## config.mk

```make
export PLATFORM = sky130hd
export DESIGN_NAME = ljf_ctrl
export DESIGN_NICKNAME = d
export VERILOG_FILES = /design/src/rtl/ljf_pkg.sv /design/src/rtl/ljf_ctrl.sv
export SDC_FILE = /design/constraint.sdc
export NUM_CORES = 1
export LEC_CHECK = 0
export ABC_AREA = 1
export BUFFER_PORTS_ARGS = -buffer_cell sky130_fd_sc_hd__buf_4
export CAP_MARGIN = 20
export CELL_PAD_IN_SITES_DETAIL_PLACEMENT = 2
export CELL_PAD_IN_SITES_GLOBAL_PLACEMENT = 2
export CORE_ASPECT_RATIO = 2
export CORE_MARGIN = 2
export CORE_UTILIZATION = 25
export CTS_BUF_LIST = sky130_fd_sc_hd__clkbuf_8
export CTS_CLUSTER_SIZE = 28
export DETAILED_ROUTE_END_ITERATION = 6
export PLACE_DENSITY_LB_ADDON = 0.1
export SLEW_MARGIN = 20
export SYNTH_ARGS = -nofsm -noshare
export SYNTH_HDL_FRONTEND = slang
export SYNTH_SLANG_ARGS = --single-unit
```

## constraint.sdc

```tcl
create_clock -name i_clk -period 1.6 [get_ports i_clk]
set_clock_uncertainty 0.2 [all_clocks]
set_input_delay 0.08 -clock i_clk [delete_from_list [all_inputs] [get_ports i_clk]]
set_output_delay 0.08 -clock i_clk [all_outputs]
set_load 0.01 [all_outputs]
```

## src/rtl/ljf_pkg.sv

```systemverilog
`timescale 1ns / 1ps
package ljf_pkg;

    // fixed-point setup
    localparam int POS_FRAC_BITS = 16;
    localparam int ACC_WIDTH     = 64;
    localparam int CUT_SHIFT     = 2 * POS_FRAC_BITS - 16;
    localparam int RECIP_N       = 32 + 2 * POS_FRAC_BITS;
    localparam int RCNT_W        = $clog2(RECIP_N + 1);
    localparam int FRC_SHIFT     = POS_FRAC_BITS + 8;

    localparam logic [63:0] ONE_Q32 = 64'h0000_0001_0000_0000;
    localparam logic [63:0] SIX_Q32 = 64'h0000_0006_0000_0000;
    localparam logic [63:0] S64_MAX = 64'h7FFF_FFFF_FFFF_FFFF;
    localparam logic signed [65:0] ACC_MAX = (66'sd1 <<< (ACC_WIDTH - 1)) - 66'sd1;
    localparam logic signed [65:0] ACC_MIN = -ACC_MAX - 66'sd1;
    localparam logic signed [63:0] OUT_MAX = 64'sh0000_7FFF_FFFF_FFFF;
    localparam logic signed [63:0] OUT_MIN = -OUT_MAX - 64'sd1;

    // register indexes
    localparam logic [2:0] CFG_SIGMA6 = 3'd0;
    localparam logic [2:0] CFG_EPS    = 3'd1;
    localparam logic [2:0] CFG_CUTSQ  = 3'd2;
    localparam logic [2:0] CFG_BX     = 3'd3;
    localparam logic [2:0] CFG_BY     = 3'd4;
    localparam logic [2:0] CFG_BZ     = 3'd5;
    localparam logic [2:0] CFG_PER    = 3'd6;

    // multiply steps, issued in this order
    localparam logic [4:0] OP_SQ0 = 5'd0;
    localparam logic [4:0] OP_SQ1 = 5'd1;
    localparam logic [4:0] OP_SQ2 = 5'd2;
    localparam logic [4:0] OP_UU  = 5'd3;
    localparam logic [4:0] OP_R6  = 5'd4;
    localparam logic [4:0] OP_A   = 5'd5;
    localparam logic [4:0] OP_EN  = 5'd6;
    localparam logic [4:0] OP_A12 = 5'd7;
    localparam logic [4:0] OP_FR0 = 5'd8;
    localparam logic [4:0] OP_FR1 = 5'd9;
    localparam logic [4:0] OP_FR2 = 5'd10;
    localparam logic [4:0] OP_FR3 = 5'd11;
    localparam logic [4:0] OP_FR4 = 5'd12;
    localparam logic [4:0] OP_FX  = 5'd13;
    localparam logic [4:0] OP_FY  = 5'd14;
    localparam logic [4:0] OP_FZ  = 5'd15;
    localparam logic [4:0] OP_OE0 = 5'd16;
    localparam logic [4:0] OP_OE1 = 5'd17;
    localparam logic [4:0] OP_OE2 = 5'd18;

    typedef struct packed {
        logic       load;
        logic       mul_start;
        logic [4:0] op;
        logic       div_start;
        logic       out_load;
    } t_cmd;

    typedef struct packed {
        logic mul_done;
        logic div_done;
        logic skip;
        logic last;
        logic out_busy;
    } t_stat;

    // clamp magnitude to int64 and apply sign
    function automatic logic [63:0] signed_of(input logic [63:0] mag, input logic neg);
        logic [63:0] v;
        v = mag[63] ? S64_MAX : mag;
        return neg ? 64'd0 - v : v;
    endfunction

    // saturating accumulate at ACC_WIDTH
    function automatic logic [ACC_WIDTH-1:0] acc_add(input logic [ACC_WIDTH-1:0] a,
                                                    input logic [63:0] b);
        logic signed [65:0] s;
        s = 66'(signed'(a)) + 66'(signed'(b));
        if (s > ACC_MAX) return ACC_MAX[ACC_WIDTH-1:0];
        if (s < ACC_MIN) return ACC_MIN[ACC_WIDTH-1:0];
        return s[ACC_WIDTH-1:0];
    endfunction

    // clamp to signed 48-bit output
    function automatic logic [47:0] out48(input logic [63:0] v);
        logic signed [63:0] s;
        s = signed'(v);
        if (s > OUT_MAX) return OUT_MAX[47:0];
        if (s < OUT_MIN) return OUT_MIN[47:0];
        return v[47:0];
    endfunction

endpackage

```

## src/rtl/ljf_ctrl.sv

```systemverilog
`timescale 1ns / 1ps
module ljf_ctrl (
    input  logic           i_clk,
    input  logic           i_rst_n,
    input  logic           i_valid,
    output logic           o_ready,
    input  ljf_pkg::t_stat i_stat,
    output ljf_pkg::t_cmd  o_cmd
);
    import ljf_pkg::*;

    localparam logic [2:0] S_IDLE = 3'd0;
    localparam logic [2:0] S_MUL  = 3'd1;
    localparam logic [2:0] S_CHK  = 3'd2;
    localparam logic [2:0] S_DIV  = 3'd3;
    localparam logic [2:0] S_FIN  = 3'd4;
    localparam logic [2:0] S_OUT  = 3'd5;

    logic [2:0] r_state, n_state;
    logic [4:0] r_op, n_op;
    logic       r_kick, n_kick;

    // step sequencer
    always_comb begin
        n_state         = r_state;
        n_op            = r_op;
        n_kick          = 1'b0;
        o_cmd           = '0;
        o_cmd.op        = r_op;
        o_cmd.mul_start = r_kick;
        o_ready         = 1'b0;
        case (r_state)
            S_IDLE: begin
                o_ready = 1'b1;
                if (i_valid) begin
                    o_cmd.load = 1'b1;
                    n_op       = OP_SQ0;
                    n_kick     = 1'b1;
                    n_state    = S_MUL;
                end
            end
            S_MUL: begin
                if (i_stat.mul_done) begin
                    if (r_op == OP_SQ2) begin
                        n_state = S_CHK;
                    end else if (r_op == OP_FZ) begin
                        n_state = S_FIN;
                    end else if (r_op == OP_OE2) begin
                        n_state = S_OUT;
                    end else begin
                        n_op   = r_op + 5'd1;
                        n_kick = 1'b1;
                    end
                end
            end
            S_CHK: begin
                if (i_stat.skip) begin
                    n_state = S_FIN;
                end else begin
                    o_cmd.div_start = 1'b1;
                    n_state         = S_DIV;
                end
            end
            S_DIV: begin
                if (i_stat.div_done) begin
                    n_op    = OP_UU;
                    n_kick  = 1'b1;
                    n_state = S_MUL;
                end
            end
            S_FIN: begin
                if (i_stat.last) begin
                    n_op    = OP_OE0;
                    n_kick  = 1'b1;
                    n_state = S_MUL;
                end else begin
                    n_state = S_IDLE;
                end
            end
            S_OUT: begin
                if (!i_stat.out_busy) begin
                    o_cmd.out_load = 1'b1;
                    n_state        = S_IDLE;
                end
            end
            default: n_state = S_IDLE;
        endcase
    end

    always_ff @(posedge i_clk) begin
        if (!i_rst_n) begin
            r_state <= S_IDLE;
            r_op    <= OP_SQ0;
            r_kick  <= 1'b0;
        end else begin
            r_state <= n_state;
            r_op    <= n_op;
            r_kick  <= n_kick;
        end
    end
endmodule

```

==> results.cfg, run 1 <==
[timing]
clock.fmax_mhz = 588.2
slew_headroom_pct = 81.06
finalMaxSlewViolations = 0
post-route-min-period_ns = 1.700
timing.final.hold_violations = 0
totalNegativeSetupSlack_ns = -0.5442
finalCritPeriodShare_pct = 106.3
timing_worst_slew_pin_value_ns = 0.2841
finalSetupViolations = 8
rsz0062_at_grt = true
setup_ws_ns = -0.1000

[setup_path]
cpMostUsedCell = sky130_fd_sc_hd__nand2_4
worst_path_max_delay_cell = sky130_fd_sc_hd__dfxtp_4
crit_path_max_incr_delay_ns = 0.35
critical_path.max_fanout = 8
setup_crit_end_kind = flip-flop
critical_path.cell_chain = ha_4 > nand2_4 > nor2_4 > ha_4 > inv_4 > nand2_4 > a21oi_4 > nand2_4 > nand2_2 > nand2_1 > nor2_1
timing.critical_path.arrival_ns = 1.67
crit_path_start_kind = flip-flop
critPathKind = reg2reg
worst-r2r-setup-slack_ns = -0.10
critical_path_required_ns = 1.57

[global_routing]
grt.total_usage_pct = 18.87
grt_start_max_net_pins = 9
gr-total-overflow = 0
grt_pass1_vias = 1034
grt_first_pass_wirelength_mm = 4.740
number_of_antenna_violations_at_the_first_check_in_global_routing = 0

[status]
violations = negative setup slack
outcome = finished with violations

[yosys]
avgSynthCellArea_um2 = 6.214
postSynthCellCount = 118
ys_ff_latch = 9
synthDominantAreaCellType = sky130_fd_sc_hd__dfxtp_1
synth.area.top_cells = sky130_fd_sc_hd__dfxtp_1 25%, sky130_fd_sc_hd__nand2_1 16%, sky130_fd_sc_hd__nor2_1 8.2%
yosys_warnings = 0
synth.net_count = 129
combined_area_of_all_synthesized_cells_um2 = 733.2
post-synth-top-area-fraction_pct = 24.57
synth_cell_types = 22
sequential_area_share_after_synthesis_pct = 24.57

[layout]
num_antenna_cells = 0
finish.cell_count_without_fillers = 188
sequential_cell_area_um2 = 190.2
count_of_nets_after_finishing = 171
layout.cell_area.non_filler_um2 = 1231
fillCellCount = 329
multiInputGateArea_um2 = 579.3
synthToLayoutAreaGrowth_pct = 67.92
drive_above_1_share_pct = 50.31

[die]
vertical_die_dimension_um = 80.59
core-area_um2 = 2770
die_area_um2 = 3408
initial_core_util_pct = 26.47
die-width_um = 42.30
rows = 27
ioPinCount = 18

[power_and_ir_drop]
ir_worst_vdd_mv = 0.7083
totalPowerFinal_uw = 2335
power-per-cell-area_nw_per_um2 = 1897
total_leakage_power_uw = 0.0006226

[clock_network]
cts_root_buf = sky130_fd_sc_hd__clkbuf_8
clock_insertion_delay_at_the_later_pin_of_the_skew_report_ns = 0.24
cts_max_path_buffers = 2
cts.sink_count = 9
cts-buffers-inserted = 3
htree_num_levels = 1
worst_setup_hold_path_clk_slew_ns = 0.05
cts_tree = yes

[routing]
first_pass_iters = 2
initial_drc_count = 7
detail-route-antenna-nets = 0
route.final.wire_length_mm = 3.043
drt-wirelength-per-cell_um = 16.19
vias = 894
vias_per_cell = 4.755
remaining_drc_errors = 0

[placement]
io_buffer_count = 17
post_dp_cell_area_um2 = 1028
gp_congestion = 0.7876
detailed_place_hpwl_mm = 2.459
number_of_instances_in_the_placed_design = 176

[job]
drv.max_cap_violation_count = 0

[hold_path]
hp-class = in2reg
-- timing repair --
action | CTS | global route
pin swaps | 9 | 6
endpoints found under the setup margin | 9 | 11
buffers inserted | 2 | 4
gates resized for setup | 7 | 17
hold endpoints to repair | 6 | 0
hold buffers | 2 | 0
-- metal layers --
layer	wire, um	up-vias	track usage, %	part of all wire [%]
li1	-	451	-	-
met1	972	427	16.49	32
met2	1981	12	41.08	65
met3	50	4	2.247	1.6
met4	38	0	5.625	1.2
met5	0	-	0	0
-- cell usage in the layout, fill, tap and decap left out, drive strengths merged --
cell / instances
buf: 37
nand2: 34
nor2: 22
inv: 19
nand3: 12
dfxtp: 9
a21oi: 8
o21ai: 4
nand4: 3
clkbuf: 3
ha: 3
dlygate4sd3: 2
nor4: 1
or2: 1
xor2: 1
-- where the power goes --
part	switching [uW]	internal [uW]	total (uW)	leakage (uW)
Sequential	96.5	335	431	0.0000764
Clock	107	169	275	0.0000269
Combinational	916	714	1630	0.000519
Total	1120	1220	2340	0.000623
-- through the flow --
stage	worst slack (ns)	hold WS (ns)	utilization [%]
floorplan	-0.02706	-0.003888	-
global placement	-0.05684	0.1598	37.13
detailed placement	-0.1227	0.1674	37.13
CTS	-0.08233	0.02024	40.88
global route	-0.2014	0.09908	44.44
finish	-0.1000	0.04861	44.44
-- cells in the mapped netlist --
library cell and count:
sky130_fd_sc_hd__ha_1 3, sky130_fd_sc_hd__o21ai_0 3, sky130_fd_sc_hd__a21oi_1 7, sky130_fd_sc_hd__o21ai_1 1, sky130_fd_sc_hd__nand2_2 1, sky130_fd_sc_hd__nand3_1 10
sky130_fd_sc_hd__inv_1 15, sky130_fd_sc_hd__inv_2 3, sky130_fd_sc_hd__buf_6 1, sky130_fd_sc_hd__nor4_1 1, sky130_fd_sc_hd__nand4_1 3, sky130_fd_sc_hd__xor2_1 1
sky130_fd_sc_hd__nand3_2 2, sky130_fd_sc_hd__nand2_4 2, sky130_fd_sc_hd__nor2_4 1, sky130_fd_sc_hd__a21oi_4 1, sky130_fd_sc_hd__buf_4 1, sky130_fd_sc_hd__dfxtp_1 9
sky130_fd_sc_hd__nor2_1 16, sky130_fd_sc_hd__or2_2 1, sky130_fd_sc_hd__nand2_1 31, sky130_fd_sc_hd__nor2_2 5
-- final cells by class --
class,count,area share [%]
clock buffers,3,3.354
clock inverters,1,0.3049
flip-flops and latches,9,15.45
well taps,29,2.947
repair buffers,39,25.20
multi-input cells,89,47.05
inverters,18,5.691
-- state kept, by name, summed over array words and instances, names as in the netlist --
name,cells
r_kick,1
r_state,3
r_op,5
-- path summary, 6_finish.rpt --
check | cells after the start | to | startpoint
max | 11 | r_op[0]$_SDFFE_PN0P_ | r_op[0]$_SDFFE_PN0P_
min | 3 | r_state[2]$_SDFFE_PN0P_ | i_stat[0]
max reg2reg | 11 | r_op[0]$_SDFFE_PN0P_ | r_op[0]$_SDFFE_PN0P_
min reg2reg | 4 | r_op[0]$_SDFFE_PN0P_ | r_op[0]$_SDFFE_PN0P_
-- logic make-up after synthesis --
kind of cell	Yosys count	share of synthesized area [%]
flip-flops	9	24.57
AO/OA/AOI/OAI	12	9.726
buffers and inverters	20	11.77
XOR/XNOR	1	1.195
adder cells (fa/ha/maj)	3	5.120
AND/OR/NAND/NOR	73	47.61
-- critical path, delay by kind of cell, from the launching register on --
family | cells | cell delay, ns
compound gates | 1 | 0.18
fa+ha+maj | 2 | 0.32
buf+inv | 1 | 0.06
flops | 1 | 0.35
simple gates | 7 | 0.51
Power figures use the tool's default switching activity.
==> run 2: changes to the inputs <==
ABC_AREA = not set   (was 1)
CORE_ASPECT_RATIO = not set   (was 2)
CORE_UTILIZATION = 34   (was 25)
clock period = 2.15 ns   (was 1.6 ns; I/O delays follow)
==> run 2 against run 1 <==
The run now ends clean. First-iteration DRC count rose by 43%. Synthesized area rose by 7.3%. Global-route usage rose by 3.9 points. Count of clock-buffer cells in the layout did not move. Cell count fell by 20%. Combinational power fell by 75%. Maximum frequency fell by 16%. Hold slack got worse by 0.025 ns. Register-to-register slack improved by 0.23 ns. Sequential cell count did not move. Total power fell by 63%. Critical endpoint is now r_op[3]$_SDFFE_PN0P_.
==> results.cfg, run 2 <==
[clock_network]
cts-buffers-inserted = 3
cts_tree = yes
htree_num_levels = 1
post-cts-setup-buffer-count = 0
worst_setup_hold_path_clk_slew_ns = 0.05
cts_max_path_buffers = 2
cts_root_buf = sky130_fd_sc_hd__clkbuf_8
cts.sink_count = 9
clock_insertion_delay_at_the_later_pin_of_the_skew_report_ns = 0.24

[setup_path]
critical_path_required_ns = 2.07
worstSetupEndpoint = r_op[3]$_SDFFE_PN0P_
rr_worst_depth = 6
crit_path_start_kind = flip-flop
critical_path.cell_chain = ha_1 > and3_1 > ha_2 > nor4_4 > o311ai_4 > a211o_1
setup_crit_end_kind = flip-flop
worst_path_max_delay_cell = sky130_fd_sc_hd__dfxtp_1
crit_path_max_incr_delay_ns = 0.34
timing.critical_path.arrival_ns = 1.95
critPathKind = reg2reg
critical_path.reg2reg.startpoint = r_op[1]$_SDFFE_PN0P_
launching_element_of_the_worst_setup_path = r_op[1]$_SDFFE_PN0P_
capture_instance_of_the_worst_register_to_register_path = r_op[3]$_SDFFE_PN0P_
critical_path.max_fanout = 5
worst-r2r-setup-slack_ns = 0.13

[layout]
drive_above_1_share_pct = 30.08
synthToLayoutAreaGrowth_pct = 33.70
fillCellCount = 240
num_antenna_cells = 0
most_common_cell_after_layout_fill_and_taps_aside = sky130_fd_sc_hd__buf_4
layout.cell_area.non_filler_um2 = 1052
largest_register_ffs = 5
biggestRegsByFlops = r_op: 5 flops, r_state: 3 flops, r_kick: 1 flops
registers.top_by_ff_count = r_op
count_of_nets_after_finishing = 135
top_library_cells_by_usage_in_the_layout_fill_and_taps_aside = 24 x sky130_fd_sc_hd__buf_4, 10 x sky130_fd_sc_hd__nand2_1, 9 x sky130_fd_sc_hd__dfxtp_1

[yosys]
edff_count_synth = 0
synth.net_count = 110
yosys_warnings = 0
synth_async_sr_flop_share_pct = 0
ys.flop_type = sky130_fd_sc_hd__dfxtp_1
synth_cell_types = 41
avgSynthCellArea_um2 = 7.950
ys_ff_latch = 9
top_count_cell_post_synth = sky130_fd_sc_hd__nand2_1
synth.area.top_cells = sky130_fd_sc_hd__dfxtp_1 23%, sky130_fd_sc_hd__mux2i_1 5.1%, sky130_fd_sc_hd__ha_1 4.8%
combined_area_of_all_synthesized_cells_um2 = 787.0
synthTopCellsByCount = 10 x sky130_fd_sc_hd__nand2_1, 9 x sky130_fd_sc_hd__dfxtp_1
synthDominantAreaCellType = sky130_fd_sc_hd__dfxtp_1
sequential_area_share_after_synthesis_pct = 22.89
post-synth-top-area-fraction_pct = 22.89
postSynthCellCount = 99

[placement]
post_dp_cell_area_um2 = 968.4
gp_congestion = 0.8078
detailed_place_hpwl_mm = 2.009
io_buffer_count = 17

[timing]
finalMaxSlewViolations = 0
finalCritPeriodShare_pct = 94.17
slew_headroom_pct = 63.63
post-route-min-period_ns = 2.025
timing.final.hold_violations = 0
finalSetupViolations = 0
clock.fmax_mhz = 493.9
timing_worst_slew_pin_value_ns = 0.5449

[global_routing]
gr-total-overflow = 0
number_of_antenna_violations_at_the_first_check_in_global_routing = 0
grt_start_max_net_pins = 17
grt.total_usage_pct = 22.79
grt_pass1_vias = 910
grt_first_pass_wirelength_mm = 4.464

[power_and_ir_drop]
comb_power_share_pct = 47.5
p_int_uw = 525.7
power_switching_uw = 344.2
totalPowerFinal_uw = 869.9
netSwitchingFraction_pct = 39.56
total_leakage_power_uw = 0.0004271
clockPowerShare_pct = 23.5
ir_worst_vdd_mv = 0.3948
power-per-cell-area_nw_per_um2 = 826.7
power_frac_seq_pct = 29.0

[die]
vertical_die_dimension_um = 52.11
core-area_um2 = 2191
initial_core_util_pct = 35.92
die-width_um = 52.11
die_area_um2 = 2715
rows = 17
ioPinCount = 18

[routing]
remaining_drc_errors = 0
detail-route-antenna-nets = 0
initial_drc_count = 10
vias_per_cell = 5.550
first_pass_iters = 4
vias = 838
drt-wirelength-per-cell_um = 17.89
route.final.wire_length_mm = 2.701

[status]
outcome = finished, final reports clean

[job]
drv.max_cap_violation_count = 0

[hold_path]
timing.hold.worst.start = i_rst_n
hp-class = in2reg
[run 2: critical path: cells and delay by family, from the launching register on]
family | cells | cell delay [ns]
flops | 1 | 0.34
compound gates | 2 | 0.44
simple gates | 2 | 0.48
fa+ha+maj | 2 | 0.44
[run 2: timing repair]
action / CTS / global route
hold buffers: 2 / 0
hold endpoints to repair: 2 / 0
pin swaps: 0 / 1
setup endpoints to repair: 1 / 5
resized for setup: 1 / 2
[run 2: kinds of logic (layout without fill, tap and decap cells)]
family | count (synthesis) | count (layout) | share of synthesized area (%)
AO/OA/AOI/OAI | 21 | 21 | 19.87
adder cells (fa/ha/maj) | 3 | 3 | 4.770
AND/OR/NAND/NOR | 51 | 51 | 39.75
flip-flops | 9 | 9 | 22.89
multiplexers | 5 | 5 | 6.518
buffers and inverters | 10 | 34 | 6.198
[run 2: power by group through the flow]
stage | Clock (uW) | Sequential (uW) | Combinational [uW]
after global routing | 221 | 262 | 453
after global placement | 0 | 252 | 387
after floorplan | 0 | 220 | 301
after detailed placement | 0 | 255 | 405
final | 205 | 252 | 413
after CTS | 209 | 254 | 415
[run 2: worst min-delay path by stage]
stage                                         end  slack [ns]  cells after the start
after global routing         r_op[1]$_SDFFE_PN0P_        0.04                      3
after floorplan           r_state[1]$_SDFFE_PN0P_       0.002                      1
after global placement    r_state[1]$_SDFFE_PN0P_        0.12                      2
after detailed placement  r_state[1]$_SDFFE_PN0P_        0.12                      2
final                        r_op[1]$_SDFFE_PN0P_        0.02                      3
after CTS                    r_op[1]$_SDFFE_PN0P_        0.02                      3
[run 2: routing by layer]
layer / track usage [%] / share of wire, % / vias up
li1: - / - / 413
met3: 6.034 / 3.0 / 2
met5: 0 / 0 / -
met2: 37.97 / 51 / 14
met4: 3.947 / 0.33 / 0
met1: 29.60 / 46 / 409
[run 2: layout make-up]
cell class              instances  area (um^2)  area share (%)
flip-flops and latches          9        180.2           17.12
clock buffers                   3        41.29           3.924
well taps                      28        35.03           3.329
inverters                       4        15.01           1.427
multi-input cells              80        575.6           54.70
repair buffers                 26        200.2           19.02
clock inverters                 1        5.005          0.4756
[run 2: through the flow]
| step | worst slack (ns) | util, % | hold WS (ns) | TNS [ns] | cells |
|---|---|---|---|---|---|
| finish | 0.1254 | 48.03 | 0.02367 | 0 | 151 |
| global placement | 0.1067 | 44.20 | 0.1242 | 0 | 145 |
| detailed placement | 0.02568 | 44.20 | 0.1244 | 0 | 145 |
| CTS | 0.02386 | 47.63 | 0.01682 | 0 | 151 |
| global route | -0.001190 | 48.03 | 0.04079 | -0.001190 | 151 |
| floorplan | 0.1137 | - | 0.001824 | 0 | 99 |
==> run 3: changes to the inputs <==
BUFFER_PORTS_ARGS = -buffer_cell sky130_fd_sc_hd__buf_2   (was -buffer_cell sky130_fd_sc_hd__buf_4)
==> run 3 against run 2 <==
Combinational power rose by 4%. Core utilization shrank 1.4 points. Via count grew 1.4%. Count of clock-buffer cells in the layout did not move. Wire length is 6.7% lower. Critical path depth grew 2. Sequential power is essentially flat. Sequential share of layout area is 0.50 points higher. Global-route usage down 0.82 points. Clock power down 5%. Worst setup slack about the same. Critical endpoint unchanged. Largest cell class unchanged. Largest power group unchanged.
==> results.cfg, run 3 (synthesis results as in run 2) <==
[clock_network]
htree_num_levels = 1
worst_setup_hold_path_clk_slew_ns = 0.05
clock_insertion_delay_at_the_later_pin_of_the_skew_report_ns = 0.24
cts.sink_count = 9
cts_root_buf = sky130_fd_sc_hd__clkbuf_8
cts_tree = yes
cts_max_path_buffers = 2
cts-buffers-inserted = 3

[placement]
detailed_place_hpwl_mm = 1.949
gp_congestion = 0.7994
io_buffer_count = 17
post_dp_cell_area_um2 = 925.9

[routing]
met3RoutedLength_um = 90
drt-wirelength-per-cell_um = 16.59
dr.max_layer_used = met4
vias = 850
detail-route-antenna-nets = 0
vias_per_cell = 5.592
remaining_drc_errors = 0
first_pass_iters = 4
met2_wirelength_from_detailed_routing_mm = 1.248
drt-met1-wl_mm = 1.172
initial_drc_count = 16
route.final.wire_length_mm = 2.521

[timing]
timing.final.hold_violations = 0
post-route-min-period_ns = 2.024
totalNegativeSetupSlack_ns = 0
timing_worst_slew_pin_value_ns = 0.5564
finalMaxSlewViolations = 0
rsz0062_at_grt = false
finalSetupViolations = 0
clock.fmax_mhz = 494.0
whs_ns = 0.07906
slew_headroom_pct = 62.85
finalCritPeriodShare_pct = 94.15

[die]
rows = 17
initial_core_util_pct = 35.92
core-area_um2 = 2191
die_area_um2 = 2715
die-width_um = 52.11
ioPinCount = 18
vertical_die_dimension_um = 52.11

[layout]
num_antenna_cells = 0
registers.top_by_ff_count = r_op
biggestRegsByFlops = r_op: 5 flops, r_state: 3 flops, r_kick: 1 flops
layout.cell_area.non_filler_um2 = 1022
top_library_cells_by_usage_in_the_layout_fill_and_taps_aside = 17 x sky130_fd_sc_hd__buf_2, 10 x sky130_fd_sc_hd__nand2_1, 9 x sky130_fd_sc_hd__dfxtp_1
drive_above_1_share_pct = 29.84
count_of_nets_after_finishing = 136
fillCellCount = 261
most_common_cell_after_layout_fill_and_taps_aside = sky130_fd_sc_hd__buf_2
largest_register_ffs = 5
synthToLayoutAreaGrowth_pct = 29.89

[setup_path]
rr_worst_depth = 8
worstSetupEndpoint = r_op[3]$_SDFFE_PN0P_
setup_crit_end_kind = flip-flop
critical_path.reg2reg.startpoint = r_op[0]$_SDFFE_PN0P_
crit_path_start_kind = flip-flop
critPathKind = reg2reg
worst-r2r-setup-slack_ns = 0.13
launching_element_of_the_worst_setup_path = r_op[0]$_SDFFE_PN0P_
critical_path_required_ns = 2.08
critical_path.max_fanout = 5
capture_instance_of_the_worst_register_to_register_path = r_op[3]$_SDFFE_PN0P_
timing.critical_path.arrival_ns = 1.95

[global_routing]
gr-total-overflow = 0
grt_pass1_vias = 918
grt.total_usage_pct = 21.97
number_of_antenna_violations_at_the_first_check_in_global_routing = 0
grt_first_pass_wirelength_mm = 4.333
grt_start_max_net_pins = 17

[power_and_ir_drop]
ir_worst_vdd_mv = 0.3914
power-per-cell-area_nw_per_um2 = 855.4
total_leakage_power_uw = 0.0004332

[job]
drv.max_cap_violation_count = 0

[status]
outcome = finished, final reports clean

[hold_path]
hp-class = in2reg
run 3: worst min path at each step:
stage                   start                 endpoint  cells past startpoint
CTS                   i_rst_n     r_op[1]$_SDFFE_PN0P_                      3
global placement    i_stat[3]  r_state[1]$_SDFFE_PN0P_                      2
global route          i_rst_n     r_op[0]$_SDFFE_PN0P_                      3
floorplan           i_stat[3]  r_state[1]$_SDFFE_PN0P_                      1
detailed placement  i_stat[3]  r_state[1]$_SDFFE_PN0P_                      2
finish                i_rst_n  r_state[0]$_SDFFE_PN0P_                      3
run 3: what timing repair did:
item	CTS	global route
endpoints found under the hold margin	2	0
setup buffers	0	1
hold buffers	2	0
resized for setup	0	2
setup endpoints to repair	0	5
run 3: metal layers:
layer | vias to the layer above | track usage [%]
li1 | 413 | -
met1 | 420 | 28.22
met2 | 15 | 36.71
met3 | 2 | 5.172
met4 | 0 | 5.263
met5 | - | 0
run 3: area by class of cell:
| cell class | instances | area, um^2 | area share, % |
|---|---|---|---|
| flip-flops and latches | 9 | 180.2 | 17.63 |
| multi-input cells | 80 | 569.3 | 55.69 |
| clock buffers | 3 | 41.29 | 4.039 |
| well taps | 28 | 35.03 | 3.427 |
| clock inverters | 1 | 3.754 | 0.3672 |
| repair buffers | 27 | 177.7 | 17.38 |
| inverters | 4 | 15.01 | 1.469 |
run 3: through the flow:
stage | util [%] | setup WS (ns) | total power, uW | std cells
after detailed placement | 42.26 | 0.01460 | 637.4 | 145
after CTS | 45.23 | 0.02541 | 843.6 | 151
final | 46.66 | 0.1257 | 874.4 | 152
after global placement | 42.26 | 0.1138 | 621.0 | 145
after floorplan | - | 0.1137 | 521.0 | 99
after global routing | 46.66 | 0.02656 | 947.4 | 152
run 3: worst max-delay path, cell delays in order, from the launching register on:
cell and delay (ns):
sky130_fd_sc_hd__dfxtp_1 0.34, sky130_fd_sc_hd__buf_4 0.14, sky130_fd_sc_hd__inv_1 0.05, sky130_fd_sc_hd__ha_1 0.22, sky130_fd_sc_hd__nor3b_2 0.19, sky130_fd_sc_hd__nor4_4 0.26
sky130_fd_sc_hd__o311ai_4 0.12, sky130_fd_sc_hd__buf_12 0.15, sky130_fd_sc_hd__a211o_1 0.24
run 3: power by group:
part	switching, uW	leakage, uW	total, uW	internal [uW]
clock network	70.1	0.0000269	195	125
logic	215	0.000333	430	215
registers	56.5	0.0000732	250	193
